<file path="config.mk">
export PLATFORM = sky130hd
export DESIGN_NAME = status_led_blink_controller
export DESIGN_NICKNAME = d
export VERILOG_FILES = /design/src/slbc_pkg.sv /design/src/slbc_blink.sv /design/src/slbc_drive.sv /design/src/status_led_blink_controller.sv
export SDC_FILE = /design/constraint.sdc
export NUM_CORES = 1
export LEC_CHECK = 0
export BUFFER_PORTS_ARGS = -buffer_cell sky130_fd_sc_hd__buf_2
export CAP_MARGIN = 15
export CORE_ASPECT_RATIO = 1.75
export CORE_MARGIN = 2
export CORE_UTILIZATION = 36
export DETAILED_ROUTE_END_ITERATION = 16
export SLEW_MARGIN = 20
export SYNTH_ARGS = -nofsm -noshare
export SYNTH_HDL_FRONTEND = slang
export SYNTH_SLANG_ARGS = --single-unit
</file>
<file path="constraint.sdc">
create_clock -name i_clk -period 4.8 [get_ports i_clk]
set_input_delay 1.44 -clock i_clk [delete_from_list [all_inputs] [get_ports i_clk]]
set_output_delay 1.44 -clock i_clk [all_outputs]
set_load 0.1 [all_outputs]
</file>
<file path="src/slbc_pkg.sv">
// Shared types and constants for the status LED blink controller.
// No dependencies; used by every module in src.
package slbc_pkg;

    localparam int NUM_PINS      = 16;
    localparam int PERIOD_W      = 16;
    localparam int COUNT_W       = 5;
    localparam int OP_W          = 3;
    localparam int INDEX_W       = 4;
    localparam int STATE_W       = 3;
    localparam int IN_TDATA_W    = 16;
    localparam int OUT_TDATA_W   = 24;
    localparam int CFG_INDEX_W   = 2;

    localparam int DEF_MAX_CHANNELS  = 16;
    localparam int DEF_BASE_CHANNELS = 4;

    localparam logic [PERIOD_W-1:0] RST_SHORT_PERIOD   = 16'd250;
    localparam logic [PERIOD_W-1:0] RST_BREAK_PERIOD   = 16'd500;
    localparam logic [PERIOD_W-1:0] RST_UNKNOWN_PERIOD = 16'd1000;
    localparam logic [COUNT_W-1:0]  RST_ACTIVE_COUNT   = 5'd4;

    typedef enum logic [OP_W-1:0] {
        OP_TICK         = 3'd0,
        OP_SET_STATE    = 3'd1,
        OP_SET_LED      = 3'd2,
        OP_AUTO_ENABLE  = 3'd3,
        OP_AUTO_DISABLE = 3'd4
    } t_op;

    typedef enum logic [STATE_W-1:0] {
        ST_NORMAL  = 3'd0,
        ST_ALARM   = 3'd1,
        ST_SHORT   = 3'd2,
        ST_BREAK   = 3'd3,
        ST_UNKNOWN = 3'd4
    } t_led_state;

    typedef enum logic [CFG_INDEX_W-1:0] {
        CFG_SHORT_PERIOD   = 2'd0,
        CFG_BREAK_PERIOD   = 2'd1,
        CFG_UNKNOWN_PERIOD = 2'd2,
        CFG_ACTIVE_COUNT   = 2'd3
    } t_cfg_index;

    // blink phase bits, one per blinking pattern
    typedef struct packed {
        logic unknown_ph;
        logic break_ph;
        logic short_ph;
    } t_phases;

endpackage

</file>
<file path="src/slbc_blink.sv">
// One blink pattern timer: saturating tick counter and phase toggle.
// Depends on slbc_pkg.
module slbc_blink (
    input  logic                          i_clk,
    input  logic                          i_rst_n,
    input  logic                          i_tick,
    input  logic [slbc_pkg::PERIOD_W-1:0] i_period,
    output logic                          o_phase_next
);

    logic [slbc_pkg::PERIOD_W-1:0] r_count, n_count, w_inc;
    logic                          r_phase, n_phase;

    always_comb begin
        w_inc   = (r_count != '1) ? r_count + 1'b1 : r_count;
        n_count = r_count;
        n_phase = r_phase;
        if (i_tick) begin
            if (w_inc >= i_period) begin
                n_count = '0;
                n_phase = ~r_phase;
            end else begin
                n_count = w_inc;
            end
        end
    end

    always_ff @(posedge i_clk) begin
        if (!i_rst_n) begin
            r_count <= '0;
            r_phase <= 1'b0;
        end else begin
            r_count <= n_count;
            r_phase <= n_phase;
        end
    end

    assign o_phase_next = n_phase;

endmodule

</file>
<file path="src/slbc_drive.sv">
// Pin level map: channel states or manual mask to active-low/high pin levels.
// Depends on slbc_pkg.
module slbc_drive #(
    parameter int NUM_LEDS      = slbc_pkg::DEF_MAX_CHANNELS,
    parameter int BASE_CHANNELS = slbc_pkg::DEF_BASE_CHANNELS
) (
    input  logic                                   i_auto,
    input  logic [slbc_pkg::NUM_PINS-1:0]          i_mask,
    input  logic [NUM_LEDS*slbc_pkg::STATE_W-1:0]  i_states,
    input  slbc_pkg::t_phases                      i_phases,
    input  logic [6:0]                             i_limit,
    output logic [slbc_pkg::NUM_PINS-1:0]          o_drive
);

    for (genvar g = 0; g < slbc_pkg::NUM_PINS; g++) begin : g_pin
        if (g < NUM_LEDS) begin : g_live
            logic [slbc_pkg::STATE_W-1:0] w_st;
            logic                         w_auto_on;
            logic                         w_on;
            assign w_st = i_states[g*slbc_pkg::STATE_W +: slbc_pkg::STATE_W];
            always_comb begin
                case (w_st)
                    slbc_pkg::ST_ALARM:   w_auto_on = 1'b1;
                    slbc_pkg::ST_SHORT:   w_auto_on = i_phases.short_ph;
                    slbc_pkg::ST_BREAK:   w_auto_on = i_phases.break_ph;
                    slbc_pkg::ST_UNKNOWN: w_auto_on = i_phases.unknown_ph;
                    default:              w_auto_on = 1'b0;
                endcase
            end
            assign w_on = (7'(g) < i_limit) && (i_auto ? w_auto_on : i_mask[g]);
            // base channels are wired active-low
            if (g < BASE_CHANNELS) begin : g_inv
                assign o_drive[g] = ~w_on;
            end else begin : g_norm
                assign o_drive[g] = w_on;
            end
        end else begin : g_absent
            // pins beyond the channel count are driven low
            assign o_drive[g] = 1'b0;
        end
    end

endmodule

</file>
<file path="src/status_led_blink_controller.sv">
// Top level of the status LED blink controller: command register, state,
// result register. Depends on slbc_pkg, slbc_blink, slbc_drive.
//
// Usage:
//   Commands enter on the slave stream (i_s_*), one request per accepted
//   beat: tick, set channel state, manual set LED, enable or disable auto.
//   Every request gives exactly one result on the master stream (o_m_*):
//   the 16 pin levels after the request and an accepted flag.
//   The command is captured in an input register, then processed and its
//   result is registered in the output register, which drives o_m_tvalid.
//   One request per cycle is sustained while the receiver keeps i_m_tready
//   high; all channels and the three blink timers update in parallel.
//   When the receiver holds i_m_tready low, the result waits in the output
//   register and one more request may sit in the input register; after
//   that o_s_tready drops until the result is taken.
//   Registers (periods, active count) are written on the cfg channel,
//   which is always ready; write them only while no request is in flight.
//   Reset: periods 250/500/1000, active count 4, all channels unknown,
//   auto mode on, manual mask clear, blink counters and phases zero.
module status_led_blink_controller #(
    parameter int MAX_CHANNELS  = slbc_pkg::DEF_MAX_CHANNELS,
    parameter int BASE_CHANNELS = slbc_pkg::DEF_BASE_CHANNELS
) (
    input  logic                                i_clk,
    input  logic                                i_rst_n,
    // slave stream; tdata: op[2:0], led_index[6:3], led_state[9:7], led_on[10]
    input  logic                                i_s_tvalid,
    output logic                                o_s_tready,
    input  logic [slbc_pkg::IN_TDATA_W-1:0]     i_s_tdata,
    // master stream; tdata: led_drive[15:0], accepted[16]
    output logic                                o_m_tvalid,
    input  logic                                i_m_tready,
    output logic [slbc_pkg::OUT_TDATA_W-1:0]    o_m_tdata,
    // register write channel
    input  logic                                i_cfg_valid,
    output logic                                o_cfg_ready,
    input  logic [slbc_pkg::CFG_INDEX_W-1:0]    i_cfg_index,
    input  logic [slbc_pkg::PERIOD_W-1:0]       i_cfg_data
);

    localparam int NUM_LEDS = (MAX_CHANNELS < slbc_pkg::NUM_PINS) ?
                              MAX_CHANNELS : slbc_pkg::NUM_PINS;
    localparam int SW = slbc_pkg::STATE_W;

    // config registers
    logic [slbc_pkg::PERIOD_W-1:0] r_short_period, r_break_period, r_unknown_period;
    logic [slbc_pkg::COUNT_W-1:0]  r_active_count;

    // input register
    logic                             r_in_valid;
    logic [slbc_pkg::OP_W-1:0]        r_op;
    logic [slbc_pkg::INDEX_W-1:0]     r_idx;
    logic [SW-1:0]                    r_st;
    logic                             r_on;

    // block state
    logic [NUM_LEDS*SW-1:0]           r_states, n_states;
    logic                             r_auto, n_auto;
    logic [slbc_pkg::NUM_PINS-1:0]    r_mask, n_mask;

    // output register
    logic                             r_out_valid;
    logic [slbc_pkg::NUM_PINS-1:0]    r_drive;
    logic                             r_ok, n_ok;

    logic                             w_fire, w_s_accept, w_present, w_tick;
    logic [6:0]                       w_limit;
    logic                             w_short_ph, w_break_ph, w_unknown_ph;
    slbc_pkg::t_phases                w_ph_next;
    logic [slbc_pkg::NUM_PINS-1:0]    w_drive;

    assign o_cfg_ready = 1'b1;

    always_ff @(posedge i_clk) begin
        if (!i_rst_n) begin
            r_short_period   <= slbc_pkg::RST_SHORT_PERIOD;
            r_break_period   <= slbc_pkg::RST_BREAK_PERIOD;
            r_unknown_period <= slbc_pkg::RST_UNKNOWN_PERIOD;
            r_active_count   <= slbc_pkg::RST_ACTIVE_COUNT;
        end else if (i_cfg_valid) begin
            case (i_cfg_index)
                slbc_pkg::CFG_SHORT_PERIOD:   r_short_period   <= i_cfg_data;
                slbc_pkg::CFG_BREAK_PERIOD:   r_break_period   <= i_cfg_data;
                slbc_pkg::CFG_UNKNOWN_PERIOD: r_unknown_period <= i_cfg_data;
                slbc_pkg::CFG_ACTIVE_COUNT:
                    r_active_count <= i_cfg_data[slbc_pkg::COUNT_W-1:0];
                default: ;
            endcase
        end
    end

    // handshake: stage 1 moves on when the result register is empty or being taken
    assign w_fire     = r_in_valid && (!r_out_valid || i_m_tready);
    assign o_s_tready = !r_in_valid || w_fire;
    assign w_s_accept = i_s_tvalid && o_s_tready;

    always_ff @(posedge i_clk) begin
        if (!i_rst_n) begin
            r_in_valid <= 1'b0;
        end else if (w_s_accept) begin
            r_in_valid <= 1'b1;
        end else if (w_fire) begin
            r_in_valid <= 1'b0;
        end
    end

    always_ff @(posedge i_clk) begin
        if (w_s_accept) begin
            r_op  <= i_s_tdata[2:0];
            r_idx <= i_s_tdata[6:3];
            r_st  <= i_s_tdata[9:7];
            r_on  <= i_s_tdata[10];
        end
    end

    // channels present: below active count, clamped to MAX_CHANNELS
    assign w_limit   = ({2'b00, r_active_count} > 7'(MAX_CHANNELS)) ?
                       7'(MAX_CHANNELS) : {2'b00, r_active_count};
    assign w_present = {3'b000, r_idx} < w_limit;
    assign w_tick    = w_fire && (r_op == slbc_pkg::OP_TICK);

    always_comb begin
        n_states = r_states;
        n_auto   = r_auto;
        n_mask   = r_mask;
        n_ok     = 1'b0;
        case (r_op)
            slbc_pkg::OP_TICK: n_ok = 1'b1;
            slbc_pkg::OP_SET_STATE: begin
                if (w_present && (r_st <= slbc_pkg::ST_UNKNOWN)) begin
                    n_ok = 1'b1;
                    for (int i = 0; i < NUM_LEDS; i++) begin
                        if (r_idx == slbc_pkg::INDEX_W'(i)) begin
                            n_states[i*SW +: SW] = r_st;
                        end
                    end
                end
            end
            slbc_pkg::OP_SET_LED: begin
                if (!r_auto && w_present) begin
                    n_ok = 1'b1;
                    for (int i = 0; i < slbc_pkg::NUM_PINS; i++) begin
                        if (r_idx == slbc_pkg::INDEX_W'(i)) begin
                            n_mask[i] = r_on;
                        end
                    end
                end
            end
            slbc_pkg::OP_AUTO_ENABLE: begin
                if (!r_auto) begin
                    n_auto = 1'b1;
                    n_ok   = 1'b1;
                end
            end
            slbc_pkg::OP_AUTO_DISABLE: begin
                if (r_auto) begin
                    n_auto = 1'b0;
                    n_mask = '0;
                    n_ok   = 1'b1;
                end
            end
            default: ;
        endcase
    end

    always_ff @(posedge i_clk) begin
        if (!i_rst_n) begin
            for (int i = 0; i < NUM_LEDS; i++) begin
                r_states[i*SW +: SW] <= slbc_pkg::ST_UNKNOWN;
            end
            r_auto <= 1'b1;
            r_mask <= '0;
        end else if (w_fire) begin
            r_states <= n_states;
            r_auto   <= n_auto;
            r_mask   <= n_mask;
        end
    end

    slbc_blink u_blink_short (
        .i_clk        (i_clk),
        .i_rst_n      (i_rst_n),
        .i_tick       (w_tick),
        .i_period     (r_short_period),
        .o_phase_next (w_short_ph)
    );

    slbc_blink u_blink_break (
        .i_clk        (i_clk),
        .i_rst_n      (i_rst_n),
        .i_tick       (w_tick),
        .i_period     (r_break_period),
        .o_phase_next (w_break_ph)
    );

    slbc_blink u_blink_unknown (
        .i_clk        (i_clk),
        .i_rst_n      (i_rst_n),
        .i_tick       (w_tick),
        .i_period     (r_unknown_period),
        .o_phase_next (w_unknown_ph)
    );

    assign w_ph_next = {w_unknown_ph, w_break_ph, w_short_ph};

    // pins reflect the state after this request
    slbc_drive #(
        .NUM_LEDS      (NUM_LEDS),
        .BASE_CHANNELS (BASE_CHANNELS)
    ) u_drive (
        .i_auto   (n_auto),
        .i_mask   (n_mask),
        .i_states (n_states),
        .i_phases (w_ph_next),
        .i_limit  (w_limit),
        .o_drive  (w_drive)
    );

    always_ff @(posedge i_clk) begin
        if (!i_rst_n) begin
            r_out_valid <= 1'b0;
        end else if (w_fire) begin
            r_out_valid <= 1'b1;
        end else if (i_m_tready) begin
            r_out_valid <= 1'b0;
        end
    end

    always_ff @(posedge i_clk) begin
        if (w_fire) begin
            r_drive <= w_drive;
            r_ok    <= n_ok;
        end
    end

    assign o_m_tvalid = r_out_valid;
    assign o_m_tdata  = {7'b0, r_ok, r_drive};

endmodule
</file>
==> reports/qor.yml, run 1 <==
fp.dieArea_mm2: 0.0345
wl_per_cell_um: 18.5
worstPathMaxFanout: 11
critPathLaunchType: "flip-flop"
finalWirelength_um: 35600
r2r-start: "u_blink_short.r_count[4]"
fmax_ghz: 0.223
vias: 10846
finalSetupViolCount: 0
die-width_um: 141
yosysWarnings: 0
clock-root-buffer: "clkbuf_16"
synth_top_family_by_area: "simple AND/OR/NAND/NOR gates"
num_antenna_cells: 0
antenna_found_initial: 0
grt-ovfl-total: 0
drive_gt1_share_pct: 10.1
r2r_slack_ps: 310
clockBufferDepth: 2
hold_start: "r_short_period[13]"
synth_seq_cells: 199
relSlewSlack_pct: 39.3
utilization_pct: 40.0
tightest_slew_ps: 910
synth-xor-area-share_pct: 3.76
fin_crit_sh_pct: 93.6
crit_family: "simple AND/OR/NAND/NOR gates"
fp-row-count: 88
synth.distinct_cells: 70
synth_mux_area_share_pct: 5.13
synth_edf_count: 28
cts_tree: "built"
initial_utilization_pct: 36.3
dp_hpwl_um: 25300
vias_per_cell: 5.64
drc: 0
post_cts_buffers: 0
grt_max_degree: 61
drt-pass1-iter-count: 5
grt_pass1_wl_um: 56600
final_hold_viol_count: 0
fin_area_mm2: 0.0131
cap_violations: 0
timing.hold.ws_ps: 454
holdPathEnd: "r_short_period[13]"
path_clk_slew_ps: 80
synthToLayoutAreaGrowth_pct: 10.1
total_power_mw: 3.46
syn_area_mm2: 0.0119
synth-async-reset-ratio_pct: 0
dpl_cell_area_mm2: 0.0125
slowest_stage: "nor4_1"
htreeDepth: 4
grt_use_total_pct: 21.0
leakage_nw: 4.98
worstPathArrival_ps: 4710
cts-buffers-inserted: 17
core-area_mm2: 0.0327
yosys.area_share.simple_pct: 23.9
antenna_left: 0
rsz0062_at_grt: "false"
ctsHoldBuffers: 0
gp_congestion: 0.956
ios: 66
fin_tns_setup_ps: 0
nNetsFinal: 1598
synthFlopType: "dfxtp_1"
drt-initial-drc-count: 600
hold_depth: 2
synth-compound-area-share_pct: 20.1
vdd_drop_max_mv: 0.281
timing.rr.end: "r_drive[10]"
grt_pass1_vias: 10769
yosys.area_share.adder_pct: 5.69
reg2reg_depth: 15
crit_path_max_incr_delay_ps: 520
path_buf_inv: 1
status: "completed"
synthCells: 1494
cp_cell_sequence: "and4_1 -> and4_1 -> and3_1 -> nand3_1 -> mux2_2 -> ha_1 -> nand2_1 -> nor4_1 -> o21ai_0 -> a31oi_1 -> xnor2_1 -> buf_4 -> a21oi_1 -> o21ai_0 -> a311oi_1"
fin_crit_ps: 4490
cp.depth: 15
clk-insertion-delay-late_ps: 470
finalClockSkew_ps: 11.2
die_h_um: 244
synth-seq-area-share_pct: 35.9
critPathKind: "flip-flop to flip-flop"
worst_setup_path_end_kind: "flip-flop"
synth.avg_cell_area_um2: 7.95
io_buffers: 52
power_density_mw_per_mm2: 264
hp-class: "flip-flop to flip-flop"
cp_data_required_time_ps: 5020
clock-sinks: 199
slew_viol_final: 0
worst max-delay path by stage:
stage | end | from | slack (ps)
2_1_floorplan | r_drive[9] | u_blink_short.r_count[4] | 710
3_3_place_gp | r_drive[7] | u_blink_short.r_count[4] | 420
3_5_place_dp | r_drive[5] | u_blink_break.r_count[4] | 360
4_1_cts | r_drive[7] | u_blink_short.r_count[4] | 340
5_1_grt | r_drive[10] | u_blink_break.r_count[4] | 30
6_report | r_drive[10] | u_blink_short.r_count[4] | 310
timing repair:
| action | in CTS | in global routing |
|---|---|---|
| endpoints found under the hold margin | 0 | 0 |
| gates resized for setup | 0 | 2 |
| endpoints found under the setup margin | 0 | 6 |
kinds of logic (layout without fill, tap and decap cells):
logic type,count (synthesis),in the layout
buffers and inverters,154,172
and+or+nand+nor,596,596
adders and majority gates,54,54
xor gates and xnor gates,51,51
AOI/OAI and AO/OA,378,378
muxes,60,60
other,2,8
DFF,199,199
flip-flops by register name, indices dropped and copies added, names as in the netlist, 3 cells and up:
signal,flops
r_idx,4
r_short_period,16
r_st,3
u_blink_unknown.r_count,16
r_break_period,16
r_states,48
u_blink_break.r_count,16
u_blink_short.r_count,16
r_active_count,5
r_op,3
r_drive,16
r_mask,16
r_unknown_period,16
final cells by class:
| class | instances | area, µm² |
|---|---|---|
| clock buffer | 20 | 437 |
| inverter | 53 | 200 |
| multi-input combinational | 1147 | 7030 |
| timing repair buffer | 87 | 548 |
| sequential | 199 | 4260 |
| fill | 3366 | 19600 |
| tap | 405 | 507 |
| clock inverter | 12 | 83.8 |
layout by cell type (no fill, tap or decap), types with 19 or more instances in the layout:
master and instances:
mux2i_1 53, o211ai_1 24, a21oi_1 119, nor2_1 151, buf_4 33, nand3_1 65
nand3b_1 22, nand4_1 21, dfxtp_1 171, edfxtp_1 28, nand2b_1 22, nand2_1 195
xnor2_1 25, a31oi_1 19, buf_2 52, a22oi_1 21, xor2_1 26, nor3_1 30
o21ai_0 93, ha_1 54, inv_1 51
metrics by stage:
step / setup WS [ps] / std cells
after floorplan: 706 / 1500
after global placement: 417 / 1891
after detailed placement: 358 / 1891
after CTS: 338 / 1923
after global routing: 29.0 / 1923
final: 309 / 1923
report_power, final:
group | total, mW | switching [mW] | internal [mW]
Combinational | 0.374 | 0.286 | 0.0876
Sequential | 1.75 | 0.0299 | 1.72
Clock | 1.33 | 0.669 | 0.659
Total | 3.46 | 0.986 | 2.47
cells in the mapped netlist, types with 4 or more instances:
library cell  instances  share of area [%]
xnor2_1              25                1.8
nor4_1                8               0.42
o2111ai_1             4               0.30
or3b_2                5               0.37
and3_1               11               0.58
a31oi_1              19                1.0
nor3b_1              15               0.95
a22oi_1              21                1.3
nand3_1              65                2.7
a21o_1                7               0.44
ha_1                 54                5.7
clkbuf_1             81                2.6
or3_1                 7               0.37
nor2_1              152                4.8
a21oi_1             119                5.0
nand2b_1             22                1.2
o21a_1               12               0.76
mux2_2                7               0.66
a211oi_1             17                1.1
nand3b_1             22                1.4
nor2b_1              16               0.84
mux2i_1              53                4.5
buf_2                 4               0.17
buf_4                 9               0.57
o211ai_1             24                1.5
or2_2                 7               0.37
nor3_1               30                1.3
nand4_1              21                1.1
o21ai_0              95                4.0
o32ai_1               4               0.30
a21boi_0             17                1.1
dfxtp_1             171                 29
xor2_1               26                1.9
buf_1                 4               0.13
nand2_1             195                6.2
and2_1                6               0.32
inv_1                51                1.6
o22ai_1               9               0.47
edfxtp_1             28                7.1
and4_1                4               0.30
metal layers:
layer  vias to the layer above  GRT usage, %  share of wire, %
met1                      5139          21.5                37
li1                       5299             -                 -
met4                         0          12.6               5.3
met2                       302          40.2                54
met5                         -             0                 0
met3                       106          2.23               3.1
tightest hold or removal path, stage by stage, from the launching register on:
cell	delay, ps
dfxtp_1	310
nand2_1	50
a21oi_1	50
Note: power is estimated with default switching activity, not from simulation.
==> run 2: changes to the inputs <==
--- a/config.mk
+++ b/config.mk
@@ -7,10 +7,13 @@
 export LEC_CHECK = 0
 export BUFFER_PORTS_ARGS = -buffer_cell sky130_fd_sc_hd__buf_2
 export CAP_MARGIN = 15
+export CELL_PAD_IN_SITES_DETAIL_PLACEMENT = 0
+export CELL_PAD_IN_SITES_GLOBAL_PLACEMENT = 1
 export CORE_ASPECT_RATIO = 1.75
 export CORE_MARGIN = 2
 export CORE_UTILIZATION = 36
 export DETAILED_ROUTE_END_ITERATION = 16
+export PLACE_DENSITY_LB_ADDON = 0.1
 export SLEW_MARGIN = 20
 export SYNTH_ARGS = -nofsm -noshare
 export SYNTH_HDL_FRONTEND = slang
==> run 2 against run 1 <==
Compared with the run above:
- highest routed layer unchanged
- count of clock-buffer cells in the layout rose by 2
- first-iteration DRC count fell by 20%
- global-route usage rose by 1.4 points
- cell count rose by 0.62%
- wire length rose by 7.0%
- sequential power barely moved
- via count fell by 1.1%
- sequential share of layout area fell by 0.35 points
- largest power group unchanged
- combinational power rose by 1%
- critical endpoint is now r_drive[7]
==> reports/qor.yml, run 2 (synthesized netlist as in run 1, its figures left out) <==
initial_utilization_pct: 36.3  # unchanged
endpoint: "r_drive[7]"
slew_viol_final: 0  # unchanged
cts_tree: "built"
final_hold_viol_count: 0  # unchanged
path_clk_slew_ps: 70  # about the same
p_sw_share_pct: 28.4  # -0.15 points
critPathKind: "flip-flop to flip-flop"
timing.rr.end: "r_drive[7]"
fmax_ghz: 0.227  # +2.0%
antenna_found_initial: 0  # unchanged
nNetsFinal: 1610  # +0.75%
rsz0062_at_grt: "false"
die_h_um: 244  # unchanged
leakage_nw: 5.09  # +2.1%
grt_pass1_vias: 10690  # -0.73%
crit_start: "u_blink_short.r_count[4]"
seq_power_share_pct: 49.0  # -1.7 points
grt_max_degree: 61  # unchanged
fin_crit_sh_pct: 91.7  # -1.9 points
regMostFlops: "r_states"
dp_hpwl_um: 27500  # +8.6%
tightest_slew_ps: 1070  # +160 ps
finalClockSkew_ps: 11.6  # +0.410 ps
critPathLaunchType: "flip-flop"
worst_setup_path_end_kind: "flip-flop"
p_int_mw: 2.56  # +3.6%
mostFrequentLayoutCells: "nand2_1, dfxtp_1, nor2_1"
largest_reg_flops: 48  # unchanged
worstPathArrival_ps: 4590  # -120 ps
relSlewSlack_pct: 28.6  # -11 points
finalWirelength_um: 38100  # +7.0%
fin_crit_ps: 4400  # -89.1 ps
switchingPower_mw: 1.01  # +2.8%
antenna_left: 0  # unchanged
r2r-start: "u_blink_short.r_count[4]"
cp_data_required_time_ps: 4990  # -30 ps
hp-class: "flip-flop to flip-flop"
fin_area_mm2: 0.0132  # +1.1%
final_common_cell: "nand2_1"
finalSetupViolCount: 0  # unchanged
worstPathMaxFanout: 8  # -3
ios: 66  # unchanged
io_buffers: 52  # unchanged
cts-buffers-inserted: 17  # unchanged
clock-root-buffer: "clkbuf_16"
vias: 10730  # -1.1%
vias_per_cell: 5.55  # -1.7%
dpl_cell_area_mm2: 0.0126  # +0.78%
drt-initial-drc-count: 481  # -20%
die-width_um: 141  # unchanged
clock-sinks: 199  # unchanged
wl_per_cell_um: 19.7  # +6.4%
drive_gt1_share_pct: 11.3  # +1.2 points
fp-row-count: 88  # unchanged
clockBufferDepth: 2  # unchanged
num_antenna_cells: 0  # unchanged
r2r_slack_ps: 400  # +90 ps
cap_violations: 0  # unchanged
multiInputGateArea_mm2: 0.00703  # about the same
p_clk_share_pct: 40.4  # +2.0 points
htreeDepth: 4  # unchanged
power_density_mw_per_mm2: 270  # +2.2%
seq_area_mm2: 0.00426  # unchanged
core-area_mm2: 0.0327  # unchanged
drt-pass1-iter-count: 5  # unchanged
vdd_drop_max_mv: 0.249  # -11%
comb_power_share_pct: 10.6  # -0.2 points
n_fill_cell: 3426  # +1.8%
clk-insertion-delay-late_ps: 460  # about the same
fin_tns_setup_ps: 0  # unchanged
grt-ovfl-total: 0  # unchanged
synthToLayoutAreaGrowth_pct: 11.3
status: "completed"
grt_use_total_pct: 22.4  # +1.4 points
gp_congestion: 0.860  # -10%
grt_pass1_wl_um: 59800  # +5.6%
reg2reg_depth: 16  # +1
fp.dieArea_mm2: 0.0345  # unchanged
drc: 0  # unchanged
==> run 2: cell type report <==
type,count,area share [%]
clock buffers,22,3.51
clock inverters,10,0.729
inverters,53,1.52
multi-input cells,1147,53.2
flip-flops and latches,199,32.3
well taps,405,3.84
repair buffers,99,4.92
==> run 2: per-stage QoR <==
stage / instances / hold WS (ps) / total power, mW / worst slack (ps) / utilization [%]
finish: 1935 / 457 / 3.57 / 398 / 40.4
global route: 1935 / 483 / 3.71 / 20.3 / 40.4
CTS: 1932 / 457 / 3.62 / 327 / 40.3
detailed placement: 1900 / 447 / 2.17 / 349 / 38.6
global placement: 1900 / 436 / 2.17 / 335 / 38.6
floorplan: 1500 / 428 / 2.04 / 706 / -
==> run 2: critical path: stages (launching register included) <==
cell and delay (ps):
dfxtp_1 480, and4_1 320, and4_1 340, and4_1 360, nor2_1 140, and3_1 240
xor2_1 160, ha_1 310, a21oi_1 160, a21boi_0 90, o21ai_0 270, a31oi_1 190
xnor2_2 380, buf_4 280, nor2_1 70, nor3_1 250, a221oi_2 90
==> run 2: power by group through the flow <==
stage	Sequential [mW]	Clock [mW]	Combinational [mW]
floorplan	1.82	0	0.226
global placement	1.79	0	0.381
detailed placement	1.79	0	0.382
CTS	1.75	1.49	0.383
global route	1.75	1.55	0.410
finish	1.75	1.44	0.379
==> run 2: layer usage <==
layer / track usage (%) / part of all wire (%)
met5: 0 / 0
met4: 8.06 / 2.7
met3: 2.78 / 2.3
met2: 44.5 / 56
met1: 23.7 / 39
==> run 2: how the worst min path moves through the flow <==
stage | from | endpoint | slack (ps) | cells past startpoint
2_1_floorplan | r_mask[11] | r_mask[11] | 430 | 2
3_3_place_gp | r_mask[11] | r_mask[11] | 440 | 2
3_5_place_dp | r_mask[8] | r_mask[8] | 450 | 2
4_1_cts | r_mask[8] | r_mask[8] | 460 | 2
5_1_grt | r_break_period[13] | r_break_period[13] | 480 | 2
6_report | r_mask[8] | r_mask[8] | 460 | 2
==> run 2: repair_timing <==
action	CTS	global route
resized for setup	0	2
endpoints found under the hold margin	0	0
hold buffers	0	0
setup endpoints to repair	0	9
buffers inserted	0	3
==> run 3: changes to the inputs <==
--- a/config.mk
+++ b/config.mk
@@ -12,6 +12,7 @@
 export CORE_ASPECT_RATIO = 1.75
 export CORE_MARGIN = 2
 export CORE_UTILIZATION = 36
+export CTS_BUF_LIST = sky130_fd_sc_hd__clkbuf_8
 export DETAILED_ROUTE_END_ITERATION = 16
 export PLACE_DENSITY_LB_ADDON = 0.1
 export SLEW_MARGIN = 20
==> run 3 against run 2 <==
Compared with the run above:
- setup slack worse by 42 ps
- die area is the same
- clock skew up 12 ps
- sequential power about the same
- non-clock buffer count is the same
- largest power group unchanged
- first-iteration DRC count grew 0.83%
- maximum frequency shrank 0.96%
- critical endpoint is now r_drive[0]
- critical path depth decreased by 1
- register-to-register slack worse by 40 ps
==> reports/qor.yml, run 3 (synthesized netlist as in run 1, its figures left out) <==
p_int_mw: 2.25  # -12%
total_power_mw: 3.22  # -9.9%
vias: 10708  # -0.21%
critPathLaunchType: "flip-flop"
power_density_mw_per_mm2: 247  # -8.6%
grt_use_total_pct: 22.4  # about the same
relSlewSlack_pct: 29.2  # +0.58 points
fin_tns_setup_ps: 0  # unchanged
p_sw_share_pct: 30.2  # +1.8 points
drt-pass1-iter-count: 5  # unchanged
path_clk_slew_ps: 110  # +40 ps
hold_start: "r_mask[9]"
synthToLayoutAreaGrowth_pct: 9.70
final_common_cell: "nand2_1"
fin_cells: 1936  # +0.052%
seq_power_share_pct: 54.3  # +5.3 points
drt-initial-drc-count: 485  # +0.83%
hp-class: "flip-flop to flip-flop"
fin_area_mm2: 0.0130  # -1.4%
vdd_drop_max_mv: 0.182  # -27%
largest_reg_flops: 48  # unchanged
gp_congestion: 0.860  # unchanged
clock-sinks: 199  # unchanged
fin_crit_sh_pct: 92.6  # +0.88 points
status: "completed"
timing.rr.end: "r_drive[0]"
rsz0062_at_grt: "false"
worstPathMaxFanout: 8  # unchanged
wl_met3_um: 919  # +6.9%
fmax_ghz: 0.225  # -0.96%
place_inst: 1900  # unchanged
mostFrequentLayoutCells: "nand2_1, dfxtp_1, nor2_1"
initial_utilization_pct: 36.3  # unchanged
regMostFlops: "r_states"
r2r_slack_ps: 360  # -40 ps
wirelength_met1_um: 14500  # -1.5%
drc: 0  # unchanged
switchingPower_mw: 0.971  # -4.1%
wl_per_cell_um: 19.7  # -0.29%
die_h_um: 244  # unchanged
critPathKind: "flip-flop to flip-flop"
finalWirelength_um: 38000  # -0.24%
die-width_um: 141  # unchanged
clock-root-buffer: "clkbuf_8"
wl_met2_um: 21400  # -0.66%
htreeDepth: 4  # unchanged
fp-row-count: 88  # unchanged
final_hold_viol_count: 0  # unchanged
dp_hpwl_um: 27500  # unchanged
clk-insertion-delay-late_ps: 530  # +70 ps
worstPathArrival_ps: 4730  # +140 ps
antenna_found_initial: 1  # +1
antenna_left: 0  # unchanged
core-area_mm2: 0.0327  # unchanged
hold_depth: 2  # unchanged
r2r-start: "u_blink_short.r_count[4]"
slew_viol_final: 0  # unchanged
grt-ovfl-total: 0  # unchanged
cap_violations: 0  # unchanged
timing.hold.ws_ps: 457  # +0.704 ps
dpl_cell_area_mm2: 0.0126  # unchanged
tightest_slew_ps: 1060  # -8.77 ps
ios: 66  # unchanged
leakage_nw: 5.02  # -1.5%
finalSetupViolCount: 0  # unchanged
comb_power_share_pct: 11.8  # +1.2 points
slowest_stage: "dfxtp_1"
worst_setup_path_end_kind: "flip-flop"
holdPathEnd: "r_mask[9]"
cts-buffers-inserted: 17  # unchanged
cp_cell_sequence: "and4_1 -> and4_1 -> and3_1 -> nand3_1 -> mux2_2 -> ha_1 -> nand2_1 -> nor4_1 -> o21ai_0 -> a31oi_1 -> xnor2_2 -> buf_4 -> a21o_1 -> a21o_1 -> a31o_2"
cts_tree: "built"
vias_per_cell: 5.53  # -0.26%
ctsHoldBuffers: 0  # unchanged
grt_pass1_wl_um: 59800  # about the same
drive_gt1_share_pct: 11.3  # unchanged
highest_layer: "met4"
grt_max_degree: 61  # unchanged
io_buffers: 52  # unchanged
grt_pass1_vias: 10681  # -0.084%
nNetsFinal: 1610  # unchanged
cp_data_required_time_ps: 5090  # +100 ps
finalClockSkew_ps: 23.6  # +12.0 ps
fp.dieArea_mm2: 0.0345  # unchanged
clockBufferDepth: 2  # unchanged
p_clk_share_pct: 33.9  # -6.5 points
crit_path_max_incr_delay_ps: 490  # about the same
fin_crit_ps: 4440  # +42.5 ps
reg2reg_depth: 15  # -1
-- run 3: cell count changes in the layout (fill, tap and decap cells not counted), sizes merged --
| cell | change |
|---|---|
| diode | +1 |
| clkbuf | -3 |
| inv | +3 |
-- run 3: metrics by stage --
step / util (%) / worst slack, ps
floorplan: - / 706
global placement: 38.6 / 335
detailed placement: 38.6 / 349
CTS: 39.7 / 329
global route: 39.8 / 13.8
finish: 39.8 / 355
-- run 3: timing repair --
item / CTS / global route
endpoints found under the hold margin: 0 / 0
setup endpoints to repair: 0 / 8
resized for setup: 0 / 2
buffers inserted: 0 / 3
-- run 3: cell type report --
class | count | area [µm²]
clock buffer | 19 | 262
inverter | 53 | 201
sequential | 199 | 4260
timing repair buffer | 99 | 651
antenna | 1 | 2.50
clock inverter | 13 | 108
multi-input combinational | 1147 | 7030
fill | 3452 | 19700
tap | 405 | 507
-- run 3: power by group through the flow --
| stage | Combinational [mW] | Clock (mW) | Sequential [mW] |
|---|---|---|---|
| 6_report | 0.379 | 1.09 | 1.75 |
| 5_1_grt | 0.410 | 1.19 | 1.75 |
| 4_1_cts | 0.383 | 1.13 | 1.75 |
| 3_5_place_dp | 0.382 | 0 | 1.79 |
| 3_3_place_gp | 0.381 | 0 | 1.79 |
| 2_1_floorplan | 0.226 | 0 | 1.82 |
-- run 3: how the worst max path moves through the flow --
stage,start,end,slack (ps),cells past startpoint
4_1_cts,u_blink_short.r_count[4],r_drive[0],330,15
2_1_floorplan,u_blink_short.r_count[4],r_drive[9],710,18
3_5_place_dp,u_blink_short.r_count[4],r_drive[0],350,15
6_report,u_blink_short.r_count[4],r_drive[0],360,15
5_1_grt,u_blink_break.r_count[4],r_drive[15],10,15
3_3_place_gp,u_blink_short.r_count[4],r_drive[7],340,14
-- run 3: routing by layer --
layer | track usage [%] | vias up
li1 | - | 5327
met4 | 9.09 | 0
met3 | 2.49 | 65
met5 | 0 | -
met2 | 44.3 | 202
met1 | 23.6 | 5114
-- run 3: critical path: cells and delay by family, from the launching register on --
| kind | cells | cell delay (ps) |
|---|---|---|
| AOI/OAI and AO/OA | 5 | 1120 |
| xor gates and xnor gates | 1 | 200 |
| adders and majority gates | 1 | 270 |
| buffers and inverters | 1 | 230 |
| DFF | 1 | 490 |
| muxes | 1 | 300 |
| and+or+nand+nor | 6 | 1600 |
